<file path="config.mk">
export PLATFORM = sky130hd
export DESIGN_NAME = mpfd_dirty
export DESIGN_NICKNAME = d
export VERILOG_FILES = /design/src/hdl/mpfd_pkg.sv /design/src/hdl/mpfd_dirty.sv
export SDC_FILE = /design/constraint.sdc
export NUM_CORES = 1
export LEC_CHECK = 0
export BUFFER_PORTS_ARGS = -buffer_cell sky130_fd_sc_hd__buf_2
export CORE_MARGIN = 2
export CORE_UTILIZATION = 40
export CTS_BUF_LIST = sky130_fd_sc_hd__clkbuf_4 sky130_fd_sc_hd__clkbuf_8
export DETAILED_ROUTE_END_ITERATION = 12
export RECOVER_POWER = 50
export SLEW_MARGIN = 20
export SYNTH_ARGS = -nofsm -noshare
export SYNTH_HDL_FRONTEND = slang
export SYNTH_SLANG_ARGS = --single-unit
export TNS_END_PERCENT = 20
</file>
<file path="constraint.sdc">
create_clock -name i_clk -period 1.4 [get_ports i_clk]
set_input_delay 0.14 -clock i_clk [delete_from_list [all_inputs] [get_ports i_clk]]
set_output_delay 0.14 -clock i_clk [all_outputs]
set_load 0.005 [all_outputs]
</file>
<file path="src/hdl/mpfd_pkg.sv">
// Shared types, constants and address helpers for the page-organized
// monochrome frame store with per-page dirty bits. No dependencies.
`default_nettype none

package mpfd_pkg;

    // Display geometry.
    localparam int DISPLAY_WIDTH = 128;
    localparam int PAGE_COUNT    = 8;
    localparam int ROWS_TOTAL    = PAGE_COUNT * 8;

    // Derived widths. The column field is rounded up to a power of two so that a
    // byte address is simply {page, column}.
    localparam int PAGE_W    = (PAGE_COUNT > 1) ? $clog2(PAGE_COUNT) : 1;
    localparam int COL_W     = $clog2(DISPLAY_WIDTH);
    localparam int ADDR_W    = PAGE_W + COL_W;
    localparam int MEM_DEPTH = 1 << ADDR_W;

    // Byte constants.
    localparam logic [7:0] BYTE_ZERO = 8'h00;
    localparam logic [7:0] BYTE_ONES = 8'hFF;
    localparam logic [2:0] ROW_MASK  = 3'h7;

    // Item kinds carried on the input tuser.
    typedef enum logic [2:0] {
        K_PIXEL = 3'd0,
        K_FILL  = 3'd1,
        K_MARK  = 3'd2,
        K_TAKE  = 3'd3,
        K_READ  = 3'd4
    } t_kind;

    // Result word, clipped in the lowest bit.
    typedef struct packed {
        logic [7:0] read_data;
        logic [2:0] page_index;
        logic       page_found;
        logic       clipped;
    } t_result;

    // Commands from the sequencer to the dirty-page tracker.
    typedef struct packed {
        logic              set_one;
        logic [PAGE_W-1:0] set_page;
        logic              set_all;
        logic              scan_start;
    } t_dirty_cmd;

    // Scan status from the dirty-page tracker.
    typedef struct packed {
        logic              done;
        logic              found;
        logic [PAGE_W-1:0] page;
    } t_scan_status;

    // Byte address of a page and column; both arguments are already in range.
    function automatic logic [ADDR_W-1:0] mk_addr(input logic [7:0] page,
                                                  input logic [7:0] column);
        mk_addr = {page[PAGE_W-1:0], column[COL_W-1:0]};
    endfunction

    // Low three bits of a page number, as reported in the result.
    function automatic logic [2:0] page_to_idx(input logic [PAGE_W-1:0] page);
        logic [7:0] wide;
        wide = 8'(page);
        page_to_idx = wide[2:0];
    endfunction

endpackage

`default_nettype wire

</file>
<file path="src/hdl/mpfd_dirty.sv">
// Dirty-page tracker: one dirty bit per page and the round-robin flush
// pointer, scanned one page per cycle. Depends on mpfd_pkg.
`default_nettype none

module mpfd_dirty
    import mpfd_pkg::*;
(
    input  wire logic         i_clk,
    input  wire logic         i_rst_n,
    input  wire t_dirty_cmd   i_cmd,
    output      t_scan_status o_status
);

    logic [PAGE_COUNT-1:0] r_dirty;
    logic [PAGE_COUNT-1:0] n_dirty;
    logic [PAGE_W-1:0]     r_ptr;
    logic [PAGE_W-1:0]     n_ptr;
    logic [PAGE_W-1:0]     r_count;
    logic [PAGE_W-1:0]     n_count;
    logic                  r_busy;
    logic                  n_busy;
    logic                  hit;
    logic                  last;
    logic [PAGE_W-1:0]     ptr_inc;

    assign hit     = r_dirty[r_ptr];
    assign last    = (r_count == PAGE_W'(PAGE_COUNT - 1));
    assign ptr_inc = (r_ptr == PAGE_W'(PAGE_COUNT - 1)) ? '0 : r_ptr + 1'b1;

    always_comb begin
        n_dirty = r_dirty;
        n_ptr   = r_ptr;
        n_count = r_count;
        n_busy  = r_busy;
        if (i_cmd.set_all) begin
            n_dirty = '1;
        end
        if (i_cmd.set_one) begin
            n_dirty[i_cmd.set_page] = 1'b1;
        end
        if (i_cmd.scan_start) begin
            n_busy  = 1'b1;
            n_count = '0;
        end
        // Each scan step moves the pointer; a hit clears that page and stops.
        if (r_busy) begin
            n_ptr   = ptr_inc;
            n_count = r_count + 1'b1;
            if (hit) begin
                n_dirty[r_ptr] = 1'b0;
                n_busy         = 1'b0;
            end else if (last) begin
                n_busy = 1'b0;
            end
        end
    end

    always_ff @(posedge i_clk) begin
        if (!i_rst_n) begin
            r_dirty <= '0;
            r_ptr   <= '0;
            r_count <= '0;
            r_busy  <= 1'b0;
        end else begin
            r_dirty <= n_dirty;
            r_ptr   <= n_ptr;
            r_count <= n_count;
            r_busy  <= n_busy;
        end
    end

    assign o_status.done  = r_busy && (hit || last);
    assign o_status.found = r_busy && hit;
    assign o_status.page  = r_ptr;

endmodule

`default_nettype wire

</file>
==> flow_metrics.py, run 1 <==
metrics = {
    "clock_tree": {
        "cts_root_buffer": "clkbuf_4",
        "clk_pin_slew_ns": 0.09,
        "insertion_delay_ns": 0.28,
        "h-tree-depth": 1,
        "tritoncts": "yes",
        "clock-sinks": 15,
        "clk_path_buf_depth": 2,
        "cts_made_buffers": 3,
    },
    "status": {
        "violations": "setup timing",
        "outcome": "finished, violations left",
    },
    "synth": {
        "ys_ff_latch": 15,
        "syn_avg_cell_area_um2": 9.243,
        "synth.cell_area_um2": 859.6,
        "yosys.area.top_type": "dfxtp_1",
        "synth_fp_nets": 105,
        "seq_area_frac_synth": 0.3493,
        "synth_top_cell_area_share": 0.3493,
        "synth.area.top_cells": "dfxtp_1, o31ai_1, ha_1, nor2b_1, mux2i_1",
        "ys_types": 26,
        "syn_inst": 93,
        "ys.warnings.count": 0,
    },
    "global_routing": {
        "grt_overflow": 0,
        "grt_max_degree": 19,
        "antenna_found_initial": 0,
        "grt_pass1_vias": 784,
        "grt_pass1_wl_um": 3491,
        "grt_usage": 0.1844,
    },
    "floorplanning": {
        "pin_count": 13,
        "coreArea_um2": 2002,
        "die_h_um": 50.36,
        "fp-row-count": 16,
        "start_util": 0.4294,
        "dieArea_um2": 2536,
        "die_w_um": 50.36,
    },
    "placed_design": {
        "dp_hpwl_um": 1431,
        "io_buffers": 12,
        "routabilityCongestion": 0.8486,
    },
    "worst_hold_path": {
        "min_from": "i_cmd[0]",
        "holdCritPathClass": "primary input to flop",
    },
    "detailed_routing": {
        "first_pass_iters": 5,
        "drtIter0Drc": 20,
        "routed_via_density": 5.331,
        "via_count": 789,
        "detail_route.wl_per_cell_um": 14.66,
        "antenna_left": 0,
        "drc": 0,
        "drt_wl_total_um": 2169,
    },
    "finish": {
        "nFillCells": 188,
        "antennaDiodeCount": 0,
        "nets": 134,
        "final_core_utilization": 0.5781,
        "drive_gt1_frac": 0.4050,
        "synthToLayoutAreaGrowth_pct": 34.64,
    },
    "critical_path": {
        "startpoint": "r_ptr[0]",
        "arrival_ns": 1.64,
        "r2r_start": "r_ptr[0]",
        "worstSetupPathType": "flop to output port",
        "crit_fanout": 6,
        "end_kind": "output port",
        "cp-start-kind": "flop",
        "cp.required_ns": 1.26,
    },
    "pwr": {
        "powerDensity_nw_per_um2": 909.8,
        "ir_worst_vdd_uv": 520.8,
        "p_leak_nw": 0.5131,
        "power_mw": 1.053,
    },
    "sta": {
        "rsz0062_at_grt": "yes",
        "slew_headroom": 0.7718,
        "max_slew.worst_pin.slew_ns": 0.3393,
        "setup_violations": 12,
        "timing.fmax_mhz": 562.4,
        "drv_slew": 0,
        "finClkSkew_ns": 0.007433,
        "hold_viol_final": 0,
        "fin_ws_ns": -0.3782,
        "period_share": 1.270,
        "period_needed_ns": 1.778,
    },
    "run": {
        "maxCapViolations": 0,
    },
}
## metrics by stage
stage / area [µm²] / setup TNS (ns) / hold slack [ns] / instances / setup slack [ns]
after floorplan: 867.1 / -0.2110 / 0.2690 / 93 / -0.08221
after global placement: 1028 / -0.7931 / 0.5096 / 140 / -0.1393
after detailed placement: 1028 / -0.7691 / 0.5161 / 140 / -0.1017
after CTS: 1091 / -1.208 / 0.2028 / 145 / -0.3949
after global routing: 1157 / -3.129 / 0.2266 / 148 / -0.4533
final: 1157 / -2.165 / 0.2073 / 148 / -0.3782
## worst max-delay path, stage by stage, from the launching register on
cell,delay [ns]
dfxtp_4,0.38
mux2_4,0.32
a22oi_4,0.19
o221ai_4,0.13
o21a_1,0.21
buf_2,0.12
## sequential cells by signal (all words and copies together) (netlist names)
signal   cells
r_count      3
r_dirty      8
r_ptr        3
r_busy       1
## cells by family (layout without fill, tap and decap cells)
family          count (synthesis)  after routing  share of synthesized area
compound gates                 25             25                     0.2445
mux                             6              6                    0.07714
buf+inv                         9             37                    0.05676
simple gates                   34             34                     0.2140
flops                          15             15                     0.3493
fa+ha+maj                       4              4                    0.05823
## cell usage in the layout (no fill, tap or decap)
cell,n
a2111oi_4,1
dfxtp_1,12
nand2b_1,3
a21oi_2,2
ha_1,4
and2b_1,1
buf_2,11
o221ai_4,1
a41oi_2,1
nand2_1,4
and3_1,1
nor3b_1,4
inv_1,3
a41oi_1,3
a21oi_1,3
nor2_1,9
mux2_4,2
a31oi_2,2
and2_4,1
nor3_1,3
o31ai_1,8
mux2i_1,4
dfxtp_4,3
nor2b_4,1
a31oi_1,1
nor2b_1,7
a22oi_4,1
clkbuf_4,4
o21a_1,2
buf_4,18
buf_6,1
## cells in the mapped netlist
cell       number
clkbuf_1        3
and2b_1         1
nor2b_1         8
buf_1           1
o221ai_4        1
nand2b_1        3
dfxtp_1        15
mux2_4          1
nor3_1          3
buf_6           2
a21oi_1         5
o21a_1          2
nor2_1          9
a22oi_4         1
inv_1           3
nand2_1         4
mux2i_1         4
and2_2          1
a2111oi_0       1
ha_1            4
and3_1          1
o31ai_1         8
a31oi_1         3
a41oi_1         4
nor3b_1         4
mux2_2          1
## final timing paths
kind / depth (start not counted) / endpoint / slack (ns)
worst max-delay path: 5 / o_status[4] / -0.38
worst min-delay path: 4 / r_count[1] / 0.21
worst max register to register: 6 / r_dirty[3] / -0.22
worst min register to register: 2 / r_dirty[7] / 0.55
## layout make-up
cell class / count / area (µm²) / share of cell area
Inverter: 3 / 11.26 / 0.009730
Clock buffer: 4 / 30.03 / 0.02595
Multi-Input combinational cell: 69 / 569.3 / 0.4919
Tap cell: 27 / 33.78 / 0.02919
Sequential cell: 15 / 311.5 / 0.2692
Timing Repair Buffer: 30 / 201.4 / 0.1741
## power by group
part           internal, mW  switching [mW]
clock                 0.130           0.141
combinational         0.155           0.149
sequential            0.455          0.0230
## what timing repair did
item,4_1_cts,5_1_grt
buffers inserted,1,3
resized for setup,8,7
endpoints found under the setup margin,11,11
hold buffers,0,0
pin swaps,1,1
## layer usage
layer | up-vias | share of wire | track usage
met3 | 2 | 0.057 | 0.06548
met5 | - | 0 | 0
met1 | 372 | 0.45 | 0.2132
met4 | 0 | 0.0051 | 0.04054
met2 | 21 | 0.48 | 0.3246
li1 | 394 | - | -
(Power assumes the default switching activity.)
==> run 2: changes to the inputs <==
--- a/config.mk
+++ b/config.mk
@@ -6,6 +6,7 @@
 export NUM_CORES = 1
 export LEC_CHECK = 0
 export BUFFER_PORTS_ARGS = -buffer_cell sky130_fd_sc_hd__buf_2
+export CORE_ASPECT_RATIO = 1.5
 export CORE_MARGIN = 2
 export CORE_UTILIZATION = 40
 export CTS_BUF_LIST = sky130_fd_sc_hd__clkbuf_4 sky130_fd_sc_hd__clkbuf_8
==> flow_metrics.py, run 2 (same netlist as run 1, synthesis figures left out) <==
metrics = {
    "sta": {
        "slew_headroom": 0.7134,
        "final.setup.tns_ns": -2.745,
        "hold_viol_final": 0,
        "drv_slew": 0,
        "max_slew.worst_pin.slew_ns": 0.4191,
        "finClkSkew_ns": 0.005748,
        "period_share": 1.256,
        "rsz0062_at_grt": "yes",
        "timing.fmax_mhz": 568.8,
        "period_needed_ns": 1.758,
        "fin_ws_ns": -0.3581,
        "setup_violations": 11,
    },
    "clock_tree": {
        "clock-sinks": 15,
        "h-tree-depth": 1,
        "cts_hold_buf": 0,
        "clk_pin_slew_ns": 0.09,
        "cts_made_buffers": 3,
        "tritoncts": "yes",
        "cts_root_buffer": "clkbuf_4",
        "clk_path_buf_depth": 2,
        "insertion_delay_ns": 0.28,
    },
    "pwr": {
        "combPwrFrac": 0.271,
        "pwr-share-clk": 0.260,
        "p_leak_nw": 0.4999,
        "power_switching_mw": 0.2907,
        "p_sw_frac": 0.2847,
        "p_seq_frac": 0.469,
        "powerDensity_nw_per_um2": 933.8,
        "ir_worst_vdd_uv": 566.9,
        "p_int_mw": 0.7304,
    },
    "finish": {
        "drive_gt1_frac": 0.3644,
        "top_register": "r_dirty",
        "final_cells": 140,
        "layout_common_cells": "buf_4, dfxtp_1, buf_2",
        "final_common_cell": "buf_4",
        "largest_register_ffs": 8,
        "nFillCells": 202,
        "nets": 131,
        "synthToLayoutAreaGrowth_pct": 27.22,
        "antennaDiodeCount": 0,
        "multi_input_area_um2": 535.5,
        "final_core_utilization": 0.5395,
        "biggestRegsByFlops": "r_dirty: 8 flops, r_count: 3 flops, r_ptr: 3 flops",
        "seqCellArea_um2": 306.5,
    },
    "detailed_routing": {
        "drt_wl_total_um": 1882,
        "first_pass_iters": 4,
        "drc": 0,
        "via_count": 789,
        "drtIter0Drc": 18,
        "detail_route.wl_per_cell_um": 13.44,
        "routed_via_density": 5.636,
        "antenna_left": 0,
    },
    "critical_path": {
        "crit_fanout": 5,
        "startpoint": "r_ptr[0]",
        "arrival_ns": 1.62,
        "cp-start-kind": "flop",
        "rr_worst_depth": 7,
        "worstSetupPathType": "flop to output port",
        "r2r-end": "r_dirty[3]",
        "worst-r2r-setup-slack_ns": -0.30,
        "r2r_start": "r_ptr[0]",
        "end_kind": "output port",
        "cp.required_ns": 1.26,
        "crit_end": "o_status[4]",
    },
    "global_routing": {
        "grt_pass1_wl_um": 3215,
        "grt_max_degree": 19,
        "antenna_found_initial": 0,
        "grt_overflow": 0,
        "grt_pass1_vias": 756,
        "grt_usage": 0.1678,
    },
    "status": {
        "violations": "setup timing",
        "outcome": "finished, violations left",
    },
    "floorplanning": {
        "dieArea_um2": 2543,
        "die_h_um": 60.78,
        "pin_count": 13,
        "fp-row-count": 20,
        "coreArea_um2": 2027,
        "start_util": 0.4241,
        "die_w_um": 41.85,
    },
    "placed_design": {
        "routabilityCongestion": 0.7791,
        "dp_hpwl_um": 1429,
        "dpl.cell_count": 133,
        "io_buffers": 12,
    },
    "run": {
        "maxCapViolations": 0,
    },
    "worst_hold_path": {
        "holdCritPathClass": "primary input to flop",
    },
}
-- run 2: changes by cell type in the layout (fill, tap and decap cells not counted), sizes merged --
cell | previous run | this run
buf | 30 | 27
-- run 2: routing by layer --
layer	share of wire	vias to the layer above	global-route usage
li1	-	390	-
met5	0	-	0
met2	0.58	22	0.3304
met4	0.012	0	0.09677
met3	0.039	2	0.01488
met1	0.37	375	0.1721
-- run 2: cell type report --
type / count / area share
inverters: 3 / 0.01030
clock buffers: 4 / 0.02746
multi-input cells: 69 / 0.4897
flip-flops and latches: 15 / 0.2803
well taps: 22 / 0.02517
repair buffers: 27 / 0.1670
-- run 2: power by group through the flow --
stage | logic, mW | registers, mW | clock network [mW]
floorplan | 0.165 | 0.482 | 0
global placement | 0.236 | 0.490 | 0
detailed placement | 0.241 | 0.490 | 0
CTS | 0.262 | 0.479 | 0.275
global route | 0.306 | 0.483 | 0.291
finish | 0.277 | 0.479 | 0.266
-- run 2: worst min-delay path by stage --
stage	startpoint	to	slack, ns	cells past startpoint
6_report	i_rst_n	r_count[0]	0.21	2
5_1_grt	i_rst_n	r_count[0]	0.22	2
4_1_cts	i_rst_n	r_busy	0.20	3
3_5_place_dp	i_rst_n	r_busy	0.51	3
3_3_place_gp	i_rst_n	r_busy	0.50	3
2_1_floorplan	i_rst_n	r_dirty[0]	0.27	2
-- run 2: critical path, stage by stage, from the launching register on --
cell and delay, ns:
dfxtp_4 0.38, mux2_4 0.31, a22oi_4 0.21, o221ai_4 0.13, o21a_1 0.19, buf_2 0.12
-- run 2: through the flow --
stage	worst slack [ns]	total power [mW]	hold slack [ns]	cell area (µm²)
floorplan	-0.08221	0.6467	0.2690	867.1
global placement	-0.1025	0.7252	0.5049	1007
detailed placement	-0.1847	0.7312	0.5105	1007
CTS	-0.3923	1.016	0.2003	1075
global route	-0.4311	1.080	0.2199	1094
finish	-0.3581	1.021	0.2059	1094
-- run 2: what timing repair did --
action	in CTS	in global routing
setup endpoints to repair	10	13
pin swaps	5	1
buffers inserted	2	1
resized for setup	5	3
